**config.mk**
```make
export PLATFORM = sky130hd
export DESIGN_NAME = eased_tween_animator
export DESIGN_NICKNAME = d
export VERILOG_FILES = /design/src/rtl/eta_pkg.sv /design/src/rtl/eta_ctrl.sv /design/src/rtl/eta_dp.sv /design/src/rtl/eased_tween_animator.sv
export SDC_FILE = /design/constraint.sdc
export NUM_CORES = 2
export LEC_CHECK = 0
export BUFFER_PORTS_ARGS = -buffer_cell sky130_fd_sc_hd__buf_2
export CELL_PAD_IN_SITES_DETAIL_PLACEMENT = 1
export CELL_PAD_IN_SITES_GLOBAL_PLACEMENT = 1
export CORE_ASPECT_RATIO = 1.5
export CORE_MARGIN = 4
export CORE_UTILIZATION = 45
export CTS_CLUSTER_DIAMETER = 100
export DETAILED_ROUTE_END_ITERATION = 12
export GPL_ROUTABILITY_DRIVEN = 0
export PLACE_DENSITY_LB_ADDON = 0.1
export SYNTH_ARGS = -nofsm -noshare
export SYNTH_HDL_FRONTEND = slang
export SYNTH_SLANG_ARGS = --single-unit
```
**constraint.sdc**
```tcl
create_clock -name clk_i -period 10.6 [get_ports clk_i]
set_input_delay 2.12 -clock clk_i [delete_from_list [all_inputs] [get_ports clk_i]]
set_output_delay 2.12 -clock clk_i [all_outputs]
set_load 0.005 [all_outputs]
```
**src/rtl/eta_pkg.sv**
```systemverilog
`timescale 1ns / 1ps
// ----------------------------------------------------------------------------
// Eased tween animator package
// Shared types, command codes and fixed-point constants.
// ----------------------------------------------------------------------------
package eta_pkg;

  localparam int VALUE_BITS_DEF = 32;
  localparam int TIME_BITS_DEF  = 16;

  localparam int T_FRAC = 16;
  localparam int EW     = 20;
  localparam int MB     = 18;

  localparam logic signed [EW-1:0] E_ONE = 20'sd65536;
  localparam logic [MB-1:0] C1_Q16 = 18'd111515;
  localparam logic [MB-1:0] C3_Q16 = 18'd177051;

  localparam logic ACT_START = 1'b0;
  localparam logic ACT_TICK  = 1'b1;

  localparam logic [2:0] CRV_LINEAR      = 3'd0;
  localparam logic [2:0] CRV_IN_QUAD     = 3'd1;
  localparam logic [2:0] CRV_OUT_QUAD    = 3'd2;
  localparam logic [2:0] CRV_INOUT_QUAD  = 3'd3;
  localparam logic [2:0] CRV_OUT_CUBIC   = 3'd4;
  localparam logic [2:0] CRV_INOUT_CUBIC = 3'd5;
  localparam logic [2:0] CRV_OUT_BACK    = 3'd6;

  localparam logic [2:0] STEP_A = 3'd0;
  localparam logic [2:0] STEP_B = 3'd1;
  localparam logic [2:0] STEP_C = 3'd2;
  localparam logic [2:0] STEP_D = 3'd3;
  localparam logic [2:0] STEP_E = 3'd4;
  localparam logic [2:0] STEP_F = 3'd5;

  localparam int DIV_STEPS  = 16;
  localparam int EASE_STEPS = 6;
  localparam int LERP_STEPS = 3;

  typedef enum logic [2:0] {
    OP_NONE,
    OP_LOAD,
    OP_TICK,
    OP_DIV,
    OP_EASE,
    OP_LERP
  } op_e;

  typedef struct packed {
    op_e        op;
    logic [2:0] step;
  } cmd_t;

  typedef struct packed {
    logic busy;
    logic snap;
  } sts_t;

endpackage

```
**src/rtl/eta_ctrl.sv**
```systemverilog
`timescale 1ns / 1ps
// ----------------------------------------------------------------------------
// Eased tween animator controller
// Sequences load, tick, divide, easing and interpolation steps.
// ----------------------------------------------------------------------------
module eta_ctrl (
  input  logic          clk_i,
  input  logic          rst_ni,
  input  logic          in_valid_i,
  input  logic          action_i,
  output logic          in_ready_o,
  input  logic          out_free_i,
  output logic          out_load_o,
  input  eta_pkg::sts_t sts_i,
  output eta_pkg::cmd_t cmd_o
);
  import eta_pkg::*;

  localparam logic [2:0] S_IDLE = 3'd0;
  localparam logic [2:0] S_DIV  = 3'd1;
  localparam logic [2:0] S_EASE = 3'd2;
  localparam logic [2:0] S_LERP = 3'd3;
  localparam logic [2:0] S_DONE = 3'd4;

  logic [2:0] state_q, state_d;
  logic [3:0] cnt_q, cnt_d;

  assign in_ready_o = (state_q == S_IDLE);

  always_comb begin
    state_d     = state_q;
    cnt_d       = cnt_q;
    cmd_o.op    = OP_NONE;
    cmd_o.step  = cnt_q[2:0];
    out_load_o  = 1'b0;
    case (state_q)
      S_IDLE: begin
        if (in_valid_i) begin
          if (action_i == ACT_START) begin
            cmd_o.op = OP_LOAD;
            state_d  = S_DONE;
          end else if (sts_i.busy) begin
            cmd_o.op = OP_TICK;
            cnt_d    = '0;
            state_d  = sts_i.snap ? S_DONE : S_DIV;
          end else begin
            state_d = S_DONE;
          end
        end
      end
      S_DIV: begin
        cmd_o.op = OP_DIV;
        if (cnt_q == 4'(DIV_STEPS - 1)) begin
          cnt_d   = '0;
          state_d = S_EASE;
        end else begin
          cnt_d = cnt_q + 4'd1;
        end
      end
      S_EASE: begin
        cmd_o.op = OP_EASE;
        if (cnt_q == 4'(EASE_STEPS - 1)) begin
          cnt_d   = '0;
          state_d = S_LERP;
        end else begin
          cnt_d = cnt_q + 4'd1;
        end
      end
      S_LERP: begin
        cmd_o.op = OP_LERP;
        if (cnt_q == 4'(LERP_STEPS - 1)) begin
          cnt_d   = '0;
          state_d = S_DONE;
        end else begin
          cnt_d = cnt_q + 4'd1;
        end
      end
      S_DONE: begin
        if (out_free_i) begin
          out_load_o = 1'b1;
          state_d    = S_IDLE;
        end
      end
      default: begin
        state_d = S_IDLE;
        cnt_d   = '0;
      end
    endcase
  end

  always_ff @(posedge clk_i or negedge rst_ni) begin
    if (!rst_ni) begin
      state_q <= S_IDLE;
      cnt_q   <= '0;
    end else begin
      state_q <= state_d;
      cnt_q   <= cnt_d;
    end
  end

  a_div_to_ease: assert property (@(posedge clk_i) disable iff (!rst_ni)
    (state_q == S_DIV && cnt_q == 4'(DIV_STEPS - 1)) |=> (state_q == S_EASE && cnt_q == '0))
    else $error("divide did not hand over to easing");

  a_start_done: assert property (@(posedge clk_i) disable iff (!rst_ni)
    (in_ready_o && in_valid_i && action_i == ACT_START) |=> (state_q == S_DONE))
    else $error("start transaction did not finish at once");

  a_step_range: assert property (@(posedge clk_i) disable iff (!rst_ni)
    ((state_q == S_EASE) |-> (cnt_q < 4'(EASE_STEPS))) and
    ((state_q == S_LERP) |-> (cnt_q < 4'(LERP_STEPS))))
    else $error("step counter out of range");

endmodule

```
**src/rtl/eta_dp.sv**
```systemverilog
`timescale 1ns / 1ps
// ----------------------------------------------------------------------------
// Eased tween animator datapath
// Time accumulation, serial divider, shared multiplier, easing and lerp.
// ----------------------------------------------------------------------------
module eta_dp #(
  parameter int VALUE_BITS = eta_pkg::VALUE_BITS_DEF,
  parameter int TIME_BITS  = eta_pkg::TIME_BITS_DEF
) (
  input  logic                         clk_i,
  input  logic                         rst_ni,
  input  eta_pkg::cmd_t                cmd_i,
  output eta_pkg::sts_t                sts_o,
  input  logic signed [VALUE_BITS-1:0] start_value_i,
  input  logic signed [VALUE_BITS-1:0] end_value_i,
  input  logic [TIME_BITS-1:0]         span_ms_i,
  input  logic [2:0]                   curve_i,
  input  logic signed [8:0]            loop_count_i,
  input  logic [TIME_BITS-1:0]         delta_ms_i,
  output logic signed [VALUE_BITS-1:0] current_value_o,
  output logic                         running_o
);
  import eta_pkg::*;

  localparam int V  = VALUE_BITS;
  localparam int T  = TIME_BITS;
  localparam int SW = T + 2;
  localparam int MA = (V - 15 > 33) ? V - 15 : 33;
  localparam int PW = MA + MB;
  localparam int RW = PW + 2;

  localparam logic [SW-1:0] SPENT_MAX = '1;
  localparam logic signed [RW-1:0] VMAX_X = $signed({{(RW-V+1){1'b0}}, {(V-1){1'b1}}});
  localparam logic signed [RW-1:0] VMIN_X = -VMAX_X - 1;
  localparam logic signed [V-1:0]  VMAX_V = $signed({1'b0, {(V-1){1'b1}}});
  localparam logic signed [V-1:0]  VMIN_V = $signed({1'b1, {(V-1){1'b0}}});

  logic signed [V-1:0] from_q, to_q, now_q;
  logic [T-1:0]        len_q;
  logic [SW-1:0]       spent_q;
  logic [2:0]          curve_q;
  logic signed [8:0]   loops_q;
  logic                busy_q;
  logic [T-1:0]        rem_q;
  logic [15:0]         quo_q;
  logic                full_q;
  logic [PW-1:0]       p_q;
  logic [16:0]         m2_q, m3_q;
  logic signed [EW-1:0] e_q;
  logic [18:0]         lor_q;

  // tick arithmetic
  logic [SW:0]   sum_w;
  logic [SW-1:0] sat_w, sp_w, len_x;
  logic          wrap_w, snap_w;

  assign len_x  = {2'b00, len_q};
  assign sum_w  = {1'b0, spent_q} + {3'b000, delta_ms_i};
  assign sat_w  = sum_w[SW] ? SPENT_MAX : sum_w[SW-1:0];
  assign wrap_w = (sat_w >= len_x);
  assign snap_w = wrap_w && (loops_q == '0);
  assign sp_w   = wrap_w ? (sat_w - len_x) : sat_w;

  // divider step
  logic [T:0] r2_w, r2s_w;
  logic       ge_w;

  assign r2_w  = {rem_q, 1'b0};
  assign ge_w  = (r2_w >= {1'b0, len_q});
  assign r2s_w = r2_w - {1'b0, len_q};

  // easing operands
  logic [16:0] t_w, m_w;
  logic [17:0] w_w, tq2_w, t2x_w;
  logic [18:0] t4m_w;
  logic        half_w;

  assign t_w    = full_q ? 17'h10000 : {1'b0, quo_q};
  assign half_w = (t_w < 17'd32768);
  assign m_w    = 17'h10000 - t_w;
  assign t2x_w  = {t_w, 1'b0};
  assign w_w    = 18'h20000 - t2x_w;
  assign tq2_w  = 18'h20000 - {1'b0, t_w};
  assign t4m_w  = 19'h40000 - {1'b0, t2x_w};

  // rounded shifts of the product register
  logic [PW:0]      p_x;
  logic [PW:0]      p16_w, p30_w, p32_w, p33_w;
  logic signed [EW-1:0] r16_e, r30_e, r32_e, r33_e;

  assign p_x   = {1'b0, p_q};
  assign p16_w = (p_x + (PW+1)'(1 << 15)) >> 16;
  assign p30_w = (p_x + (PW+1)'(1 << 29)) >> 30;
  assign p32_w = (p_x + (PW+1)'(64'd1 << 31)) >> 32;
  assign p33_w = (p_x + (PW+1)'(64'd1 << 32)) >> 33;
  assign r16_e = $signed({1'b0, p16_w[EW-2:0]});
  assign r30_e = $signed({1'b0, p30_w[EW-2:0]});
  assign r32_e = $signed({1'b0, p32_w[EW-2:0]});
  assign r33_e = $signed({1'b0, p33_w[EW-2:0]});

  // lerp operands
  logic signed [V:0]    d_w;
  logic [V:0]           dm_w;
  logic signed [EW-1:0] ne_w;
  logic [MB-1:0]        em_w;
  logic                 neg_w;
  logic [PW:0]          r_w;
  logic signed [RW-1:0] from_x, r_x, res_w;
  logic signed [V-1:0]  lerp_w;

  assign d_w    = {to_q[V-1], to_q} - {from_q[V-1], from_q};
  assign dm_w   = d_w[V] ? $unsigned(-d_w) : $unsigned(d_w);
  assign ne_w   = -e_q;
  assign em_w   = e_q[EW-1] ? ne_w[MB-1:0] : e_q[MB-1:0];
  assign neg_w  = d_w[V] ^ e_q[EW-1];
  assign r_w    = p_x + (PW+1)'(lor_q);
  assign from_x = RW'(from_q);
  assign r_x    = $signed({1'b0, r_w});
  assign res_w  = neg_w ? (from_x - r_x) : (from_x + r_x);
  assign lerp_w = (res_w > VMAX_X) ? VMAX_V :
                  (res_w < VMIN_X) ? VMIN_V : res_w[V-1:0];

  // shared multiplier
  logic [MA-1:0] mul_a;
  logic [MB-1:0] mul_b;
  logic [PW-1:0] prod_w;
  logic          mul_en;

  always_comb begin
    mul_a  = '0;
    mul_b  = '0;
    mul_en = 1'b0;
    if (cmd_i.op == OP_EASE) begin
      case (cmd_i.step)
        STEP_A: begin
          mul_en = 1'b1;
          case (curve_q)
            CRV_IN_QUAD: begin
              mul_a = MA'(t_w);
              mul_b = MB'(t_w);
            end
            CRV_OUT_QUAD: begin
              mul_a = MA'(t_w);
              mul_b = tq2_w;
            end
            CRV_INOUT_QUAD: begin
              mul_a = MA'(t_w);
              mul_b = half_w ? t2x_w : t4m_w[17:0];
            end
            CRV_OUT_CUBIC, CRV_OUT_BACK: begin
              mul_a = MA'(m_w);
              mul_b = MB'(m_w);
            end
            CRV_INOUT_CUBIC: begin
              mul_a = half_w ? MA'(t_w) : MA'(w_w);
              mul_b = half_w ? MB'(t_w) : w_w;
            end
            default: mul_en = 1'b0;
          endcase
        end
        STEP_B: begin
          mul_en = 1'b1;
          mul_a  = MA'(p_q[32:0]);
          case (curve_q)
            CRV_OUT_CUBIC:   mul_b = MB'(m_w);
            CRV_INOUT_CUBIC: mul_b = half_w ? MB'(t_w) : w_w;
            default:         mul_en = 1'b0;
          endcase
        end
        STEP_C: begin
          mul_a  = MA'(m2_q);
          mul_b  = MB'(m_w);
          mul_en = (curve_q == CRV_OUT_BACK);
        end
        STEP_D: begin
          mul_a  = MA'(m2_q);
          mul_b  = C1_Q16;
          mul_en = (curve_q == CRV_OUT_BACK);
        end
        STEP_E: begin
          mul_a  = MA'(m3_q);
          mul_b  = C3_Q16;
          mul_en = (curve_q == CRV_OUT_BACK);
        end
        default: mul_en = 1'b0;
      endcase
    end else if (cmd_i.op == OP_LERP) begin
      mul_b = em_w;
      case (cmd_i.step)
        STEP_A: begin
          mul_a  = MA'(dm_w[15:0]);
          mul_en = 1'b1;
        end
        STEP_B: begin
          mul_a  = MA'(dm_w[V:16]);
          mul_en = 1'b1;
        end
        default: mul_en = 1'b0;
      endcase
    end
  end

  assign prod_w = PW'(mul_a) * PW'(mul_b);

  always_ff @(posedge clk_i) begin
    if (mul_en) begin
      p_q <= prod_w;
    end
  end

  // architectural state
  always_ff @(posedge clk_i or negedge rst_ni) begin
    if (!rst_ni) begin
      from_q  <= '0;
      to_q    <= '0;
      now_q   <= '0;
      len_q   <= T'(1);
      spent_q <= '0;
      curve_q <= CRV_LINEAR;
      loops_q <= '0;
      busy_q  <= 1'b0;
    end else begin
      case (cmd_i.op)
        OP_LOAD: begin
          from_q  <= start_value_i;
          to_q    <= end_value_i;
          now_q   <= start_value_i;
          len_q   <= (span_ms_i == '0) ? T'(1) : span_ms_i;
          spent_q <= '0;
          curve_q <= curve_i;
          loops_q <= loop_count_i;
          busy_q  <= 1'b1;
        end
        OP_TICK: begin
          if (snap_w) begin
            now_q   <= to_q;
            busy_q  <= 1'b0;
            spent_q <= sat_w;
          end else begin
            spent_q <= sp_w;
            if (wrap_w) begin
              from_q <= to_q;
              to_q   <= from_q;
              if (loops_q > 9'sd0) begin
                loops_q <= loops_q - 9'sd1;
              end
            end
          end
        end
        OP_LERP: begin
          if (cmd_i.step == STEP_C) begin
            now_q <= lerp_w;
          end
        end
        default: begin
        end
      endcase
    end
  end

  // divider and easing working registers
  always_ff @(posedge clk_i) begin
    case (cmd_i.op)
      OP_TICK: begin
        rem_q  <= sp_w[T-1:0];
        full_q <= (sp_w >= len_x);
        quo_q  <= '0;
      end
      OP_DIV: begin
        rem_q <= ge_w ? r2s_w[T-1:0] : r2_w[T-1:0];
        quo_q <= {quo_q[14:0], ge_w};
      end
      OP_EASE: begin
        case (cmd_i.step)
          STEP_B: begin
            case (curve_q)
              CRV_IN_QUAD, CRV_OUT_QUAD: e_q <= r16_e;
              CRV_INOUT_QUAD:            e_q <= half_w ? r16_e : r16_e - E_ONE;
              CRV_OUT_BACK:              m2_q <= p16_w[16:0];
              default: begin
              end
            endcase
          end
          STEP_C: begin
            case (curve_q)
              CRV_OUT_CUBIC:   e_q <= E_ONE - r32_e;
              CRV_INOUT_CUBIC: e_q <= half_w ? r30_e : E_ONE - r33_e;
              default: begin
              end
            endcase
          end
          STEP_D: begin
            if (curve_q == CRV_OUT_BACK) begin
              m3_q <= p16_w[16:0];
            end
          end
          STEP_E: begin
            if (curve_q == CRV_OUT_BACK) begin
              e_q <= E_ONE + r16_e;
            end
          end
          STEP_F: begin
            if (t_w == '0) begin
              e_q <= '0;
            end else if (full_q) begin
              e_q <= E_ONE;
            end else if (curve_q == CRV_OUT_BACK) begin
              e_q <= e_q - r16_e;
            end else if (curve_q == CRV_LINEAR || curve_q > CRV_OUT_BACK) begin
              e_q <= $signed({3'b000, t_w});
            end
          end
          default: begin
          end
        endcase
      end
      OP_LERP: begin
        if (cmd_i.step == STEP_B) begin
          lor_q <= p16_w[18:0];
        end
      end
      default: begin
      end
    endcase
  end

  assign sts_o.busy      = busy_q;
  assign sts_o.snap      = snap_w;
  assign current_value_o = now_q;
  assign running_o       = busy_q;

  a_busy_fall: assert property (@(posedge clk_i) disable iff (!rst_ni)
    $fell(busy_q) |-> $past(cmd_i.op == OP_TICK))
    else $error("animation ended outside a tick");

  a_load_busy: assert property (@(posedge clk_i) disable iff (!rst_ni)
    (cmd_i.op == OP_LOAD) |=> busy_q)
    else $error("load did not start the animation");

  a_snap_end: assert property (@(posedge clk_i) disable iff (!rst_ni)
    (cmd_i.op == OP_TICK && snap_w) |=> (now_q == $past(to_q) && !busy_q))
    else $error("final tick did not snap to the end value");

endmodule

```
**src/rtl/eased_tween_animator.sv**
```systemverilog
`timescale 1ns / 1ps
// ----------------------------------------------------------------------------
// Eased tween animator
// Start and tick transactions drive a Q16.16 tween with seven easing curves.
// ----------------------------------------------------------------------------
// A start transaction, an idle tick or a final tick goes from acceptance to
// the done state; an active tick first runs the serial divider, 6 easing
// steps and 3 lerp steps on one shared multiplier. The result then waits
// for a free output register. One transaction at a time, the next accepted
// after the result enters the output register; reset clears control state.
module eased_tween_animator #(
  parameter int VALUE_BITS = eta_pkg::VALUE_BITS_DEF,
  parameter int TIME_BITS  = eta_pkg::TIME_BITS_DEF,
  localparam int InW  = ((2*VALUE_BITS + 2*TIME_BITS + 12 + 7) / 8) * 8,
  localparam int OutW = ((VALUE_BITS + 7) / 8) * 8
) (
  input  logic            clk_i,
  input  logic            rst_ni,
  input  logic            s_axis_tvalid_i,
  output logic            s_axis_tready_o,
  // start_value, end_value, span_ms, curve, loop_count, delta_ms
  input  logic [InW-1:0]  s_axis_tdata_i,
  // action
  input  logic            s_axis_tuser_i,
  output logic            m_axis_tvalid_o,
  input  logic            m_axis_tready_i,
  // current_value
  output logic [OutW-1:0] m_axis_tdata_o,
  // running
  output logic            m_axis_tuser_o
);
  import eta_pkg::*;

  localparam int V = VALUE_BITS;
  localparam int T = TIME_BITS;
  localparam int O_END = V;
  localparam int O_DUR = 2 * V;
  localparam int O_CRV = 2 * V + T;
  localparam int O_LC  = 2 * V + T + 3;
  localparam int O_DT  = 2 * V + T + 12;

  cmd_t cmd;
  sts_t sts;
  logic out_load, out_free;
  logic signed [V-1:0] cur_value;
  logic                running;

  logic                out_valid_q;
  logic signed [V-1:0] out_value_q;
  logic                out_run_q;

  assign out_free = !out_valid_q || m_axis_tready_i;

  eta_ctrl u_ctrl (
    .clk_i      (clk_i),
    .rst_ni     (rst_ni),
    .in_valid_i (s_axis_tvalid_i),
    .action_i   (s_axis_tuser_i),
    .in_ready_o (s_axis_tready_o),
    .out_free_i (out_free),
    .out_load_o (out_load),
    .sts_i      (sts),
    .cmd_o      (cmd)
  );

  eta_dp #(
    .VALUE_BITS (VALUE_BITS),
    .TIME_BITS  (TIME_BITS)
  ) u_dp (
    .clk_i           (clk_i),
    .rst_ni          (rst_ni),
    .cmd_i           (cmd),
    .sts_o           (sts),
    .start_value_i   ($signed(s_axis_tdata_i[V-1:0])),
    .end_value_i     ($signed(s_axis_tdata_i[O_END+V-1:O_END])),
    .span_ms_i       (s_axis_tdata_i[O_DUR+T-1:O_DUR]),
    .curve_i         (s_axis_tdata_i[O_CRV+2:O_CRV]),
    .loop_count_i    ($signed(s_axis_tdata_i[O_LC+8:O_LC])),
    .delta_ms_i      (s_axis_tdata_i[O_DT+T-1:O_DT]),
    .current_value_o (cur_value),
    .running_o       (running)
  );

  always_ff @(posedge clk_i or negedge rst_ni) begin
    if (!rst_ni) begin
      out_valid_q <= 1'b0;
    end else if (out_load) begin
      out_valid_q <= 1'b1;
    end else if (m_axis_tready_i) begin
      out_valid_q <= 1'b0;
    end
  end

  always_ff @(posedge clk_i) begin
    if (out_load) begin
      out_value_q <= cur_value;
      out_run_q   <= running;
    end
  end

  assign m_axis_tvalid_o = out_valid_q;
  assign m_axis_tdata_o  = OutW'($unsigned(out_value_q));
  assign m_axis_tuser_o  = out_run_q;

endmodule

```
==> results.json <==
{
  "drt-pass1-iter-count": 6,
  "final_cell_mix": "nand2_1 (799), inv_1 (732), nor2_1 (632), buf_4 (568), fa_1 (496)",
  "nFillCells": 13350,
  "slew_headroom_pct": 5.875,
  "synth-edff-count": 190,
  "post_synth_and_or_nand_nor_area_fraction_pct": 19.43,
  "clk_transition_reported_paths_ns": 0.06,
  "synth_compound_gate_area_share_pct": 17.37,
  "crit_required_ns": 10.97,
  "ff_latch_area_um2": 9485,
  "antenna_found_initial": 4,
  "grt_use_total_pct": 34.52,
  "timing_worst_setup_path_type": "register to register",
  "ctsLongestPathBuffers": 3,
  "port-buffer-count": 147,
  "tightestPinTransition_ns": 1.408,
  "critPathMostFrequentCell": "fa_1",
  "rsz0062_at_grt": "true",
  "tritoncts": "built",
  "setup.reg_to_reg.worst_slack_ns": -0.05,
  "clock_tree.htree_level_count": 2,
  "cp.arrival_ns": 11.02,
  "startpoint_type": "register",
  "synthDominantAreaCellType": "fa_1",
  "sequential_share_of_the_synthesized_area_pct": 18.93,
  "max_freq_ghz": 0.09392,
  "placeableCoreArea_um2": 110200,
  "numPlacedInstances": 8037,
  "final_common_cell": "nand2_1",
  "avg_cell_area_syn_um2": 8.098,
  "synthesis.nets": 7136,
  "share_of_cells_above_drive_strength_1_pct": 15.65,
  "drt-wirelength-per-cell_um": 25.05,
  "clkSinkCount": 341,
  "grt_pass1_vias": 52500,
  "timing.clock.skew_ns": 0.03095,
  "cts_made_buffers": 42,
  "rows": 149,
  "drc_errors": 0,
  "num_io_pins": 152,
  "insertion_delay_ns": 0.63,
  "detail_route.iter0.violations": 2810,
  "fin_hold_viols": 0,
  "end_kind": "register",
  "non_filler_instances": 8152,
  "largest_net_degree_at_the_start_of_global_routing": 117,
  "final_critical_path_setup_slack_ns": -0.04782,
  "ys_ff_latch": 341,
  "routed-via-count": 48390,
  "die_x_um": 280.4,
  "async_flop_share_pct": 44.28,
  "design.die.area_um2": 116800,
  "combinational_family_with_the_most_area_after_synthesis": "adder cells",
  "final_report_max_slew_violation_count": 0,
  "drv_cap": 0,
  "vias_per_cell": 5.936,
  "run_status": "complete, but fails checks",
  "ys_warn_count": 0,
  "period_share_pct": 100.5,
  "synth_top_cell_area_share_pct": 20.10,
  "finish.net_count": 7630,
  "dieHeight_um": 416.6,
  "netlist_top_cells_area": "fa_1 (20%), edfxtp_1 (11%), ha_1 (8.2%)",
  "clockRootBuffer": "clkbuf_16",
  "synthMuxAreaShare_pct": 1.316,
  "yosys.area_share.adder_pct": 28.34,
  "global_route.overflow_total": 0,
  "timing.critical_path.slowest_cell_delay_ns": 0.55,
  "post_synth_instance_area_um2": 50100,
  "post_synth_num_cell_types": 91,
  "hpwlAfterDp_um": 165300,
  "detail_route_antenna_nets": 0,
  "yosys.area_share.xor_xnor_pct": 6.766,
  "synth-main-ff-cell": "edfxtp_1",
  "slowest_stage_cell_cp": "or4_4",
  "start_util_pct": 45.47,
  "multi_input_comb_area_um2": 37660,
  "postRouteWirelength_um": 204200,
  "wire_length_of_the_first_global_routing_pass_um": 309400,
  "crit_fanout": 5,
  "syn-instance-count": 6186,
  "layout-area-overhead-vs-synth_pct": 17.40,
  "failed_checks": "negative setup slack",
  "fin_crit_ns": 10.65,
  "finalSetupViolCount": 3,
  "min_path_type": "register to register"
}
==> registers in the layout (all words and copies together), names as in the netlist, 16 cells and up <==
signal                count
u_dp.to_q                32
u_dp.lor_q               19
u_dp.spent_q             18
u_dp.rem_q               16
u_dp.p_q                 51
u_dp.len_q               16
u_dp.m2_q                17
u_dp.m3_q                17
u_dp.e_q                 20
u_dp.current_value_o     32
u_dp.quo_q               16
u_dp.from_q              32
m_axis_tdata_o           32
==> per-layer routing <==
| layer | up-vias | track usage [%] | wire length, µm | part of all wire, % |
|---|---|---|---|---|
| met4 | 0 | 28.21 | 21220 | 10 |
| met2 | 1532 | 60.72 | 100300 | 49 |
| met3 | 703 | 4.709 | 10210 | 5.0 |
| met1 | 24280 | 36.69 | 72480 | 36 |
| met5 | - | 0 | 0 | 0 |
| li1 | 21880 | - | - | - |
==> cells in the mapped netlist (57+ instances only) <==
master / number
a21o_1: 105
a21oi_1: 357
a31oi_1: 104
and2_1: 57
and3_1: 59
clkbuf_1: 273
dfrtp_1: 150
edfxtp_1: 190
fa_1: 503
ha_1: 330
inv_1: 741
nand2_1: 804
nand2b_1: 70
nand3_1: 132
nor2_1: 643
nor2b_1: 58
nor3_1: 96
o211ai_1: 58
o21ai_0: 313
xnor2_1: 226
xor2_1: 161
==> critical path, delay by kind of cell (launching register included) <==
family                   cells  cell delay [ns]
AO/OA/AOI/OAI               19             4.06
AND/OR/NAND/NOR              5             1.01
buffers and inverters        9             0.92
adder cells (fa/ha/maj)      9             3.74
flip-flops                   1             0.42
XOR/XNOR                     2             0.22
==> metrics by stage <==
stage	hold slack, ns	area, µm²	worst slack [ns]	TNS, ns	utilization, %
after floorplan	0.4197	50100	0.2330	0	-
after global placement	0.4299	56180	-0.7847	-8.394	50.99
after detailed placement	0.4339	56180	-0.9288	-10.49	50.99
after CTS	0.4497	58360	-0.02285	-0.02285	52.97
after global routing	0.4579	58810	-0.3713	-2.854	53.38
final	0.4481	58810	-0.04782	-0.1151	53.38
==> cells by family (layout without fill, tap and decap cells) <==
group                    Yosys count  after routing
XOR/XNOR                         387            387
AND/OR/NAND/NOR                 2153           2153
AO/OA/AOI/OAI                   1363           1363
multiplexers                      64             64
flip-flops                       341            341
buffers and inverters           1045           1573
adder cells (fa/ha/maj)          833            833
other                              0              4
==> timing repair <==
action / in CTS / in global routing
setup endpoints to repair: 20 / 17
endpoints found under the hold margin: 0 / 0
setup buffers: 18 / 19
pin swaps: 101 / 58
resized for setup: 125 / 55
hold buffers: 0 / 0
==> cell type report <==
class | instances | share of cell area, %
Inverter | 743 | 4.742
Multi-Input combinational cell | 4800 | 64.03
Clock buffer | 49 | 1.872
Clock inverter | 29 | 0.6233
Timing Repair Buffer | 752 | 9.533
Tap cell | 1434 | 3.051
Sequential cell | 341 | 16.13
Antenna cell | 4 | 0.01702
==> final timing paths <==
check | end | cells past startpoint | start
max | u_dp.p_q[48] | 44 | u_dp.from_q[0]
min | m_axis_tdata_o[14] | 0 | u_dp.current_value_o[14]
max reg2reg | u_dp.p_q[48] | 44 | u_dp.from_q[0]
max in group asynchronous | u_dp.current_value_o[25] | 3 | rst_ni
min in group asynchronous | u_dp.len_q[7] | 1 | rst_ni
min reg2reg | m_axis_tdata_o[14] | 0 | u_dp.current_value_o[14]
Power is not shown: default switching activity piles up to over one toggle a cycle in this logic, so the estimate is an artifact.
